### src/rtl/taie_pkg.sv
// Package: opcodes, fault codes and widths for the three-address executor.
`default_nettype none
package taie_pkg;
  localparam int unsigned DataDepthDef = 256;
  localparam int unsigned DataWidthDef = 32;
  localparam int unsigned LineDepthDef = 1024;

  localparam int unsigned OpW    = 5;
  localparam int unsigned AddrW  = 8;
  localparam int unsigned ImmW   = 32;
  localparam int unsigned LineW  = 10;
  localparam int unsigned FaultW = 2;
  localparam int unsigned PrintW = 32;

  typedef enum logic [OpW-1:0] {
    ADD  = 5'd0,  SUB  = 5'd1,  MUL  = 5'd2,  DIV  = 5'd3,
    INF  = 5'd4,  EQU  = 5'd5,  SUP  = 5'd6,  AND  = 5'd7,
    OR   = 5'd8,  JMF  = 5'd9,  AFC  = 5'd10, COP  = 5'd11,
    COPA = 5'd12, COPB = 5'd13, JMP  = 5'd14, PRI  = 5'd15,
    CALL = 5'd16, RET  = 5'd17, NOP  = 5'd18
  } op_e;

  typedef enum logic [FaultW-1:0] {
    F_NONE = 2'd0, F_OPCODE = 2'd1, F_DIVZERO = 2'd2, F_RANGE = 2'd3
  } fault_e;

  localparam logic CfgStartLine = 1'b0;
  localparam logic CfgEndLine   = 1'b1;

  // Divider handshake.
  typedef struct packed {
    logic start;
  } div_req_t;
endpackage
`default_nettype wire

### src/rtl/taie_div.sv
// Iterative signed divider, one quotient bit per cycle, truncating toward zero.
`default_nettype none
module taie_div #(
  parameter int unsigned DataWidth = taie_pkg::DataWidthDef
) (
  input  wire logic                 clk_i,
  input  wire logic                 rst_ni,
  input  wire taie_pkg::div_req_t   req_i,
  input  wire logic [DataWidth-1:0] dividend_i,
  input  wire logic [DataWidth-1:0] divisor_i,
  output logic                      done_o,
  output logic      [DataWidth-1:0] quotient_o
);
  localparam int unsigned CntW = $clog2(DataWidth + 1);

  logic                 busy_q, busy_d;
  logic [CntW-1:0]      cnt_q, cnt_d;
  logic [DataWidth-1:0] quo_q, quo_d;
  logic [DataWidth:0]   rem_q, rem_d;
  logic [DataWidth-1:0] dvs_q, dvs_d;
  logic                 neg_q, neg_d;
  logic                 done_q, done_d;
  logic [DataWidth:0]   shifted, trial;

  always_comb begin
    busy_d  = busy_q;
    cnt_d   = cnt_q;
    quo_d   = quo_q;
    rem_d   = rem_q;
    dvs_d   = dvs_q;
    neg_d   = neg_q;
    done_d  = 1'b0;
    shifted = {rem_q[DataWidth-1:0], quo_q[DataWidth-1]};
    trial   = shifted - {1'b0, dvs_q};
    if (req_i.start) begin
      busy_d = 1'b1;
      cnt_d  = CntW'(DataWidth);
      quo_d  = dividend_i[DataWidth-1] ? (~dividend_i + 1'b1) : dividend_i;
      dvs_d  = divisor_i[DataWidth-1] ? (~divisor_i + 1'b1) : divisor_i;
      rem_d  = '0;
      neg_d  = dividend_i[DataWidth-1] ^ divisor_i[DataWidth-1];
    end else if (busy_q) begin
      if (!trial[DataWidth]) begin
        rem_d = trial;
        quo_d = {quo_q[DataWidth-2:0], 1'b1};
      end else begin
        rem_d = shifted;
        quo_d = {quo_q[DataWidth-2:0], 1'b0};
      end
      cnt_d = cnt_q - 1'b1;
      if (cnt_q == CntW'(1)) begin
        busy_d = 1'b0;
        done_d = 1'b1;
      end
    end
  end

  always_ff @(posedge clk_i or negedge rst_ni) begin
    if (!rst_ni) begin
      busy_q <= 1'b0;
      done_q <= 1'b0;
      cnt_q  <= '0;
    end else begin
      busy_q <= busy_d;
      done_q <= done_d;
      cnt_q  <= cnt_d;
    end
  end

  always_ff @(posedge clk_i) begin
    quo_q <= quo_d;
    rem_q <= rem_d;
    dvs_q <= dvs_d;
    neg_q <= neg_d;
  end

  assign done_o     = done_q;
  assign quotient_o = neg_q ? (~quo_q + 1'b1) : quo_q;
endmodule
`default_nettype wire

### config.mk
export PLATFORM = sky130hd
export DESIGN_NAME = taie_div
export DESIGN_NICKNAME = d
export VERILOG_FILES = /design/src/rtl/taie_pkg.sv /design/src/rtl/taie_div.sv
export SDC_FILE = /design/constraint.sdc
export NUM_CORES = 1
export LEC_CHECK = 0
export ABC_CLOCK_PERIOD_IN_PS = 3600
export BUFFER_PORTS_ARGS = -buffer_cell sky130_fd_sc_hd__buf_4
export CAP_MARGIN = 20
export CORE_AREA = 8 8 129 131
export CTS_CLUSTER_DIAMETER = 60
export DETAILED_ROUTE_END_ITERATION = 10
export DIE_AREA = 0 0 137 139
export PLACE_DENSITY = 0.83
export SYNTH_ARGS = -nofsm -noshare
export SYNTH_HDL_FRONTEND = slang
export SYNTH_SLANG_ARGS = --single-unit
### constraint.sdc
create_clock -name clk_i -period 3.6 [get_ports clk_i]
set_input_delay 0.18 -clock clk_i [delete_from_list [all_inputs] [get_ports clk_i]]
set_output_delay 0.18 -clock clk_i [all_outputs]
set_load 0.05 [all_outputs]
# After elaboration in Yosys (flattened, before gate mapping)
# Index checks and enable logic that the tools add are counted.
# Widths: inputs -> output; s select.
# totals
ff_bits	105
inputBits	67
out_inout_bits	33
# op_classes
addsub	5
eq_ne	1
muxes	15
n_bitwise	4
n_reduce_logical	1
# op_table
operator	n
$mux 32	5
$add 32x1->32 const B	3
$not 32->32	3
$sub 33x32->33	1
$mux 31	1
$mux 6	2
$mux 1	7
$eq 6x1->1 const B	1
$sub 6x1->6 const B	1
$reduce_bool 2->1	1
$xor 1x1->1	1

# Depth between registers and ports, before layout
# Gate-level depths: netlist (run 1).
# logic_depth
word_depth	4
ltp_mapped	15

# Least setup slack after synthesis (run 1)
# Ideal clock, no wire load.
# synth_path
path_type	register -> output
from	reg quo_q[5]
to	out quotient_o[30]
arrival_ns	3.400
setup_slack_ns	0.020
path_stages_with_launch	11
path_buffers	0
path_cell_list	edfxtp_1 or4_4 nor2_2 nand2_1 or4_4 or3_4 or3_4 nand2b_4 or2_4 o41ai_4 xnor2_1
# synth_via
elab_chain_cells	3
# synth_lines
item	line_no	text
start, declared	taie_div.sv:18	logic [DataWidth-1:0] quo_q, quo_d;
start signal, assigned	taie_div.sv:71	quo_q <= quo_d;
$not 32->32	taie_div.sv:78	assign quotient_o = neg_q ? (~quo_q + 1'b1) : quo_q;
$add 32x1->32	taie_div.sv:78	
$mux 32	taie_div.sv:78	
end, declared	taie_div.sv:12	output logic [DataWidth-1:0] quotient_o
# No other way between the ends.

# Worst setup path in the final report (run 1)
# Same ends and word-level chain as after synthesis.

==> impl_metrics.yaml, run 1 <==
timing:
  tightestPinTransition_ps: 1020
  finalHoldViolations: 0
  skew_ps: 12.2
  fin_ws_ps: -286
  whs_ps: 28.2
  tns_ps: -668
  fmax_mhz: 257
  slew_headroom_pct: 32.0
  setup_violations: 5
  rsz0062_at_grt: "yes"
  fin_crit_sh_pct: 108
  final.min_clock_period_ps: 3890
  slew_violations: 0
run_status:
  status: "complete, but fails checks"
  failed_checks: "setup timing"
setup_path:
  cp.required_ps: 3420
  crit_chain: "or4_4 > nor2_4 > nand2_2 > or4_4 > or3_4 > or3_4 > nand2b_4 > or2_4 > o41ai_4 > xnor2_1 > buf_4"
  cp_top_family: "simple AND/OR/NAND/NOR gates"
  crit_fanout: 3
  end_kind: "output port"
  criticalPathCategory: "reg2out"
  slowest_delay_ps: 560
  cpMaxStageDelayCell: "or4_4"
  crit_buf_inv: 1
  cp.arrival_ps: 3710
  start_kind: "register"
grt:
  grt_max_degree: 48
  antenna_found_initial: 0
  grt_first_pass_wirelength_mm: 31.1
  grt_pass1_vias: 6501
  overflow: 0
  grt_use_total_pct: 19.8
layout:
  fin_nets: 1086
  stdcell_area_um2: 9210
  n_antenna_cell: 0
  areaGrowthSynthToFinish_pct: 19.7
  drive_above_1_share_pct: 16.6
yosys:
  synth_nets: 989
  netlist_area_um2: 7700
  ys_types: 62
  synth-seq-cells: 105
  synth_compound_area_share_pct: 20.0
  yosysSeqAreaShare_pct: 36.3
  synth_xor_area_share_pct: 14.1
  synthArstFlopShare_pct: 7.62
  synth_edf_count: 65
  synth_cells: 884
  syn_area_per_cell_um2: 8.71
  ys.flop_type: "edfxtp_1"
  synth_adder_area_share_pct: 6.27
  synth_simple_gate_area_share_pct: 17.6
  synth_top_family_by_area: "compound AO/OA/AOI/OAI gates"
  muxShareOfSynthArea_pct: 1.04
  yosysWarnings: 0
drt:
  drtIter0Drc: 611
  ant_nets: 0
  avgViaCountPerCell: 5.84
  wl_per_cell_um: 16.2
  vias: 6856
  firstDrtPassIters: 5
  drc: 0
  wl_mm: 19.1
die:
  die_h_um: 139
  core_area_um2: 14800
  io-pin-count: 100
  initial_core_util_pct: 52.2
  rows: 45
  die_area_um2: 19000
  dieWidth_um: 137
clock_network:
  cts.clk_slew.worst_paths_ps: 80
  clock-sinks: 105
  h-tree-depth: 3
  cts.path.max_buffers: 2
  cts_buffers: 9
  cts_tree: "built"
  root_buffer: "clkbuf_16"
  clk_latency_ps: 360
pwr:
  total_power_mw: 4.42
  intPower_mw: 2.83
  pwr-share-seq_pct: 36.5
  power.leakage_nw: 3.79
  p_per_area_nw_per_um2: 480
  power.share.clock_pct: 27.5
  power_frac_comb_pct: 36.0
  p_sw_mw: 1.59
  switching_share_pct: 36.0
  vdd_drop_max_v: 0.000281
placed_design:
  portBuffers: 99
  placed_area_um2: 8700
  hpwl_mm: 13.8
  place_congestion: 0.921
run:
  drv_cap: 0
worst_hold_path:
  hp-class: "in2reg"
-- Yosys cell counts (5+ instances only) --
master | count | area [µm²]
o21ai_0 | 61 | 305
or4_1 | 16 | 120
o21a_1 | 5 | 37.5
nand2b_1 | 12 | 75.1
xor2_1 | 39 | 342
a21o_1 | 9 | 67.6
dfxtp_1 | 32 | 641
nand3_1 | 18 | 90.1
inv_1 | 58 | 218
nor4_1 | 7 | 43.8
ha_1 | 37 | 463
o31ai_1 | 28 | 210
a21oi_1 | 71 | 355
dfrtp_1 | 8 | 200
a311oi_1 | 12 | 105
or4_4 | 6 | 67.6
nand2_1 | 94 | 353
xnor2_1 | 85 | 744
clkbuf_1 | 31 | 116
nor2b_1 | 6 | 37.5
nor2_1 | 75 | 282
or3_1 | 9 | 56.3
edfxtp_1 | 65 | 1950
o41ai_1 | 15 | 131
nor3_1 | 12 | 60.1
mux2i_1 | 8 | 80.1
-- sequential cells by signal (all words and copies together) (netlist names) --
name    flops
quo_q      32
busy_q      1
done_o      1
cnt_q       6
dvs_q      32
rem_q      32
neg_q       1
-- worst paths after layout --
path | startpoint | endpoint | slack (ps) | cells after the start
max reg2reg | dvs_q[0] | rem_q[28] | 330 | 14
max | quo_q[5] | quotient_o[30] | -290 | 11
max in group asynchronous | rst_ni | busy_q | 3290 | 2
min in group asynchronous | rst_ni | done_o | 180 | 2
min reg2reg | rem_q[25] | rem_q[25] | 500 | 2
min | divisor_i[0] | dvs_q[0] | 30 | 1
-- per-layer routing --
metal / vias up / global-route usage (%) / share of wire [%]
li1: 3389 / - / -
met1: 3169 / 26.9 / 44
met2: 265 / 31.1 / 46
met3: 33 / 3.12 / 7.8
met4: 0 / 7.04 / 1.9
met5: - / 0 / 0
-- final cells by class --
type / count / area, µm²
flip-flops and latches: 105 / 2790
clock buffers: 10 / 229
well taps: 188 / 235
repair buffers: 122 / 963
inverters: 58 / 218
clock inverters: 6 / 138
multi-input cells: 685 / 4640
fillers: 1238 / 5540
-- repair_timing --
| item | in CTS | in global routing |
|---|---|---|
| setup endpoints to repair | 6 | 11 |
| endpoints found under the hold margin | 8 | 0 |
| gates resized for setup | 6 | 7 |
| setup buffers | 4 | 1 |
| hold buffers | 1 | 0 |
| pin swaps | 5 | 5 |
-- power by group through the flow --
stage / clock network [mW] / logic, mW / registers (mW)
4_1_cts: 1.23 / 1.56 / 1.61
3_5_place_dp: 0 / 1.55 / 1.64
2_1_floorplan: 0 / 1.12 / 1.59
5_1_grt: 1.27 / 1.72 / 1.64
3_3_place_gp: 0 / 1.52 / 1.63
6_report: 1.22 / 1.59 / 1.61
-- placed cells by master (no fill, tap or decap), drive strengths merged, types with 2 or more instances in the layout --
| cell type | instances |
|---|---|
| buf | 121 |
| nand2 | 94 |
| xnor2 | 85 |
| nor2 | 76 |
| a21oi | 71 |
| edfxtp | 65 |
| o21ai | 61 |
| inv | 60 |
| xor2 | 39 |
| ha | 37 |
| dfxtp | 32 |
| o31ai | 28 |
| or4 | 22 |
| nand3 | 18 |
| o41ai | 16 |
| nand2b | 13 |
| a311oi | 12 |
| nor3 | 12 |
| or3 | 11 |
| clkbuf | 10 |
| a21o | 9 |
| mux2i | 8 |
| dfrtp | 8 |
| nor4 | 7 |
| nor2b | 6 |
| o21a | 5 |
| a211oi | 4 |
| o211ai | 4 |
| o311ai | 4 |
| a32oi | 4 |
| bufinv | 4 |
| and3 | 3 |
| o311a | 3 |
| a31oi | 3 |
| o21bai | 3 |
| or2 | 3 |
| a21boi | 2 |
| o22ai | 2 |
| a31o | 2 |
| nand4b | 2 |
-- kinds of logic (layout without fill, tap and decap cells) --
logic type,count (synthesis),after routing
flip-flops,105,105
XOR/XNOR,124,124
AO/OA/AOI/OAI,239,239
adder cells (fa/ha/maj),38,38
buffers and inverters,94,196
AND/OR/NAND/NOR,276,276
multiplexers,8,8
-- through the flow --
step	worst slack (ps)	instances	util (%)
5_1_grt	-382	1174	62.5
2_1_floorplan	19.5	884	-
4_1_cts	-243	1172	61.9
6_report	-286	1174	62.5
3_5_place_dp	75.6	1151	59.0
3_3_place_gp	130	1151	59.0
No activity file was read; power rests on OpenSTA's default activity.
==> run 2: changes to the inputs <==
Settings changed: ABC_AREA set to 1, CORE_AREA 8 8 129 131 to 8 8 140 142, DIE_AREA 0 0 137 139 to 0 0 148 150, PLACE_DENSITY 0.83 to 0.84, SLEW_MARGIN set to 20.
==> impl_metrics.yaml, run 2 <==
grt:
  overflow: 0
  grt-busiest-layer: "met2"
  grt_first_pass_wirelength_mm: 40.6
  grt_use_total_pct: 22.2
  grt_use_met2_pct: 39.8
  grt_pass1_vias: 9136
  antenna_found_initial: 0
  gr-usage-met3_pct: 3.99
  gr-usage-met1_pct: 24.7
  grt_max_degree: 46
clock_network:
  cts.clk_slew.worst_paths_ps: 70
  clock-sinks: 105
  cts_buffers: 9
  cts_tree: "built"
  cts.path.max_buffers: 2
  clk_latency_ps: 360
  root_buffer: "clkbuf_16"
  h-tree-depth: 3
setup_path:
  cp_top_family: "simple AND/OR/NAND/NOR gates"
  cpMaxStageDelayCell: "edfxtp_1"
  end_kind: "output port"
  cp.required_ps: 3420
  crit_buf_inv: 3
  start_kind: "register"
  slowest_delay_ps: 380
  cp.arrival_ps: 2720
  worstReg2RegStart: "quo_q[31]"
  crit_chain: "inv_1 > ha_1 > inv_1 > nor3_2 > nand2_1 > nor2_1 > nand4_1 > nor2_2 > nand2_1 > o21ai_1 > xor2_1 > buf_4"
  startpoint: "quo_q[1]"
  crit_fanout: 5
  criticalPathCategory: "reg2out"
drt:
  avgViaCountPerCell: 5.17
  drtIter0Drc: 689
  vias: 9319
  firstDrtPassIters: 5
  wl_per_cell_um: 13.7
  drc: 0
  wl_mm: 24.7
  ant_nets: 0
layout:
  mostFrequentLayoutCell: "nand2_1"
  stdcell_area_um2: 10600
  multi_input_area_um2: 5350
  fin_nets: 1675
  register_area_um2: 2790
  final_cell_mix: "nand2_1 (493), inv_1 (287), nor2_1 (123)"
  reg_top3: "dvs_q: 32 flops, quo_q: 32 flops, rem_q: 32 flops"
  drive_above_1_share_pct: 10.3
  n_antenna_cell: 0
  areaGrowthSynthToFinish_pct: 12.8
  fillers: 1658
die:
  die_h_um: 150
  initial_core_util_pct: 53.7
  die_area_um2: 22200
  rows: 49
  dieWidth_um: 148
  io-pin-count: 100
  core_area_um2: 17500
yosys:
  synth_nets: 1588
  yosysWarnings: 0
  synth_top_area_cell: "edfxtp_1"
  synth-seq-cells: 105
  synth_edf_count: 65
  ys_types: 47
  netlist_area_um2: 9410
  muxShareOfSynthArea_pct: 0
  synthTopCellsByArea: "edfxtp_1 (21%), nand2_1 (20%), inv_1 (11%)"
  synth_compound_area_share_pct: 6.30
  syn_area_per_cell_um2: 6.35
  synth_common_cells: "nand2_1 (493), inv_1 (287), nor2_1 (125)"
  yosysSeqAreaShare_pct: 29.7
  synth_simple_gate_area_share_pct: 37.1
  synthArstFlopShare_pct: 7.62
  synth_top_cell_area_share_pct: 20.7
  synth_adder_area_share_pct: 5.13
  ys.flop_type: "edfxtp_1"
  synth_cells: 1483
  synth_top_family_by_area: "simple AND/OR/NAND/NOR gates"
  synth.most_common_cell: "nand2_1"
  synth_xor_area_share_pct: 8.28
run:
  drv_cap: 0
pwr:
  power_frac_comb_pct: 35.4
  intPower_mw: 2.41
  switching_share_pct: 38.6
  power.leakage_nw: 5.67
  p_per_area_nw_per_um2: 369
  pwr-share-seq_pct: 38.8
  p_sw_mw: 1.51
  power.share.clock_pct: 25.9
  total_power_mw: 3.92
  vdd_drop_max_v: 0.000270
timing:
  tns_ps: 0
  fin_crit_sh_pct: 80.5
  final.min_clock_period_ps: 2900
  rsz0062_at_grt: "no"
  finalHoldViolations: 0
  slew_headroom_pct: 55.0
  setup_violations: 0
  tightestPinTransition_ps: 675
  whs_ps: 19.4
  skew_ps: 9.14
  slew_violations: 0
  fmax_mhz: 345
placed_design:
  place_congestion: 0.944
  portBuffers: 99
  hpwl_mm: 19.4
  placed_area_um2: 10300
worst_hold_path:
  hp-class: "in2reg"
  min-delay-start: "divisor_i[0]"
run_status:
  status: "finished clean"
## run 2: area by class of cell
cell class                 count  area share [%]
inverter                     293            10.4
tap                          229            2.70
multi-input combinational   1056            50.4
sequential                   105            26.3
timing repair buffer         105            7.45
clock inverter                 6           0.625
clock buffer                  10            2.16
## run 2: metrics by stage
| step | setup WS [ps] | cells | utilization (%) |
|---|---|---|---|
| 2_1_floorplan | 1050 | 1483 | - |
| 3_3_place_gp | 1000 | 1787 | 58.8 |
| 3_5_place_dp | 888 | 1787 | 58.8 |
| 4_1_cts | 712 | 1804 | 60.5 |
| 5_1_grt | 505 | 1804 | 60.5 |
| 6_report | 702 | 1804 | 60.5 |
## run 2: final timing paths
check,end,slack (ps),depth (start not counted)
max,quotient_o[24],700,12
min,dvs_q[0],20,1
max reg2reg,quo_q[0],800,15
min reg2reg,rem_q[7],480,2
max in group asynchronous,busy_q,3300,2
min in group asynchronous,cnt_q[2],170,2
## run 2: power groups by stage
| stage | Clock (mW) | Combinational, mW | Sequential, mW |
|---|---|---|---|
| 6_report | 1.01 | 1.39 | 1.52 |
| 5_1_grt | 1.07 | 1.50 | 1.53 |
| 4_1_cts | 1.03 | 1.38 | 1.51 |
| 3_5_place_dp | 0 | 1.37 | 1.54 |
| 3_3_place_gp | 0 | 1.36 | 1.53 |
| 2_1_floorplan | 0 | 0.982 | 1.51 |
## run 2: logic make-up (layout without fill, tap and decap cells)
group | Yosys count | count (layout)
AOI/OAI and AO/OA | 111 | 111
xor gates and xnor gates | 89 | 89
adders and majority gates | 38 | 38
buffers and inverters | 322 | 414
DFF | 105 | 105
and+or+nand+nor | 818 | 818
## run 2: what timing repair did
item	in CTS	in global routing
gates resized for setup	0	0
buffers inserted	0	0
endpoints found under the hold margin	8	0
hold buffers	1	0
## run 2: per-layer routing
metal | vias to the layer above | part of all wire [%] | wire length (µm)
met1 | 4203 | 41 | 10100
li1 | 4747 | - | -
met3 | 69 | 6.2 | 1530
met4 | 0 | 3.7 | 911
met2 | 300 | 49 | 12100
met5 | - | 0 | 0
==> run 3: changes to the inputs <==
Settings changed: ABC_CLOCK_PERIOD_IN_PS 3600 to 2700, PLACE_DENSITY 0.84 to 0.81.
Clock period 3.6 ns to 2.7 ns, I/O delays scaled along.
==> impl_metrics.yaml, run 3 (synthesized netlist as in run 2, its figures left out) <==
placed_design:
  hpwl_mm: 20.3
  portBuffers: 99
  dp.cells: 1795
  place_congestion: 0.933
  place_ws_ps: 38.9
clock_network:
  clk_latency_ps: 350
  cts.clk_slew.worst_paths_ps: 70
  h-tree-depth: 3
  cts_tree: "built"
  cts.path.max_buffers: 2
  clock-sinks: 105
  root_buffer: "clkbuf_16"
  cts_buffers: 9
die:
  rows: 49
  die_h_um: 150
  initial_core_util_pct: 53.7
  io-pin-count: 100
  die_area_um2: 22200
  dieWidth_um: 148
  core_area_um2: 17500
grt:
  grt_use_total_pct: 22.8
  antenna_found_initial: 0
  grt_pass1_vias: 9142
  overflow: 0
  grt_max_degree: 55
  grt_first_pass_wirelength_mm: 41.7
worst_hold_path:
  hp-class: "in2reg"
layout:
  n_antenna_cell: 0
  multi_input_area_um2: 5460
  drive_above_1_share_pct: 12.7
  reg_top3: "dvs_q: 32 flops, quo_q: 32 flops, rem_q: 32 flops"
  fin_nets: 1697
  mostFrequentLayoutCell: "nand2_1"
  final_cells: 1826
  areaGrowthSynthToFinish_pct: 16.2
  fillers: 1608
  final_cell_mix: "nand2_1 (491), inv_1 (284), nor2_1 (121), buf_4 (121), nand3_1 (98)"
  register_area_um2: 2790
timing:
  slew_headroom_pct: 57.4
  fin_crit_sh_pct: 97.1
  setup_violations: 0
  final.min_clock_period_ps: 2620
  tns_ps: 0
  skew_ps: 11.1
  finalHoldViolations: 0
  tightestPinTransition_ps: 639
  slew_violations: 0
  fmax_mhz: 381
  whs_ps: 51.7
  fin_ws_ps: 78.2
  rsz0062_at_grt: "yes"
setup_path:
  criticalPathCategory: "reg2out"
  cp.arrival_ps: 2490
  start_kind: "register"
  cp.required_ps: 2570
  end_kind: "output port"
  crit_fanout: 3
drt:
  wl_mm: 25.8
  ant_nets: 0
  firstDrtPassIters: 6
  drtIter0Drc: 870
  drc: 0
  wl_per_cell_um: 14.1
  avgViaCountPerCell: 5.20
  vias: 9502
pwr:
  p_per_area_nw_per_um2: 489
  total_power_mw: 5.35
  power.leakage_nw: 5.81
  vdd_drop_max_v: 0.000437
run_status:
  status: "finished clean"
run:
  drv_cap: 0
## run 3: repair_timing
item	CTS	global route
gates resized for setup	3	24
endpoints found under the hold margin	9	0
setup buffers	3	10
hold buffers	2	0
pin swaps	2	9
setup endpoints to repair	2	44
## run 3: metrics by stage
stage | util (%) | cell area (µm²)
after detailed placement | 59.3 | 10400
after global routing | 62.4 | 10900
final | 62.4 | 10900
after global placement | 59.3 | 10400
after CTS | 61.3 | 10800
after floorplan | - | 9410
## run 3: worst paths after layout
check | from | to | slack [ps] | depth (start not counted)
worst max-delay path | quo_q[1] | quotient_o[26] | 80 | 12
worst min-delay path | req_i | done_o | 50 | 2
worst max register to register | quo_q[31] | rem_q[1] | 120 | 18
worst min register to register | rem_q[14] | rem_q[14] | 480 | 2
max in group asynchronous | rst_ni | cnt_q[0] | 2420 | 2
min in group asynchronous | rst_ni | cnt_q[4] | 160 | 2
## run 3: area by class of cell
cell class / instances / area share, %
multi-input combinational: 1056 / 49.9
sequential: 105 / 25.5
inverter: 293 / 10.1
timing repair buffer: 127 / 9.06
tap: 229 / 2.62
clock buffer: 11 / 2.41
clock inverter: 5 / 0.389
## run 3: report_power, final
part / switching [mW] / total, mW / internal, mW
sequential: 0.131 / 2.02 / 1.89
combinational: 1.34 / 1.99 / 0.649
clock: 0.618 / 1.34 / 0.721
total: 2.09 / 5.35 / 3.26
## run 3: layer usage
layer | share of wire, % | wire length (µm) | track usage [%] | vias to the layer above
met1 | 41 | 10600 | 27.0 | 4259
met5 | 0 | 0 | 0 | -
met3 | 6.8 | 1760 | 3.66 | 64
met2 | 49 | 12600 | 40.5 | 371
met4 | 3.1 | 796 | 9.43 | 0
li1 | - | - | - | 4808
## run 3: critical path: stages (launching register included)
cell and delay (ps):
edfxtp_1 420, inv_2 110, ha_4 140, inv_2 50, nor3_4 200, nand2_2 90
nor2_2 110, nand4_1 200, nor2_4 190, buf_6 140, a31oi_4 70, xor2_1 180
buf_4 230
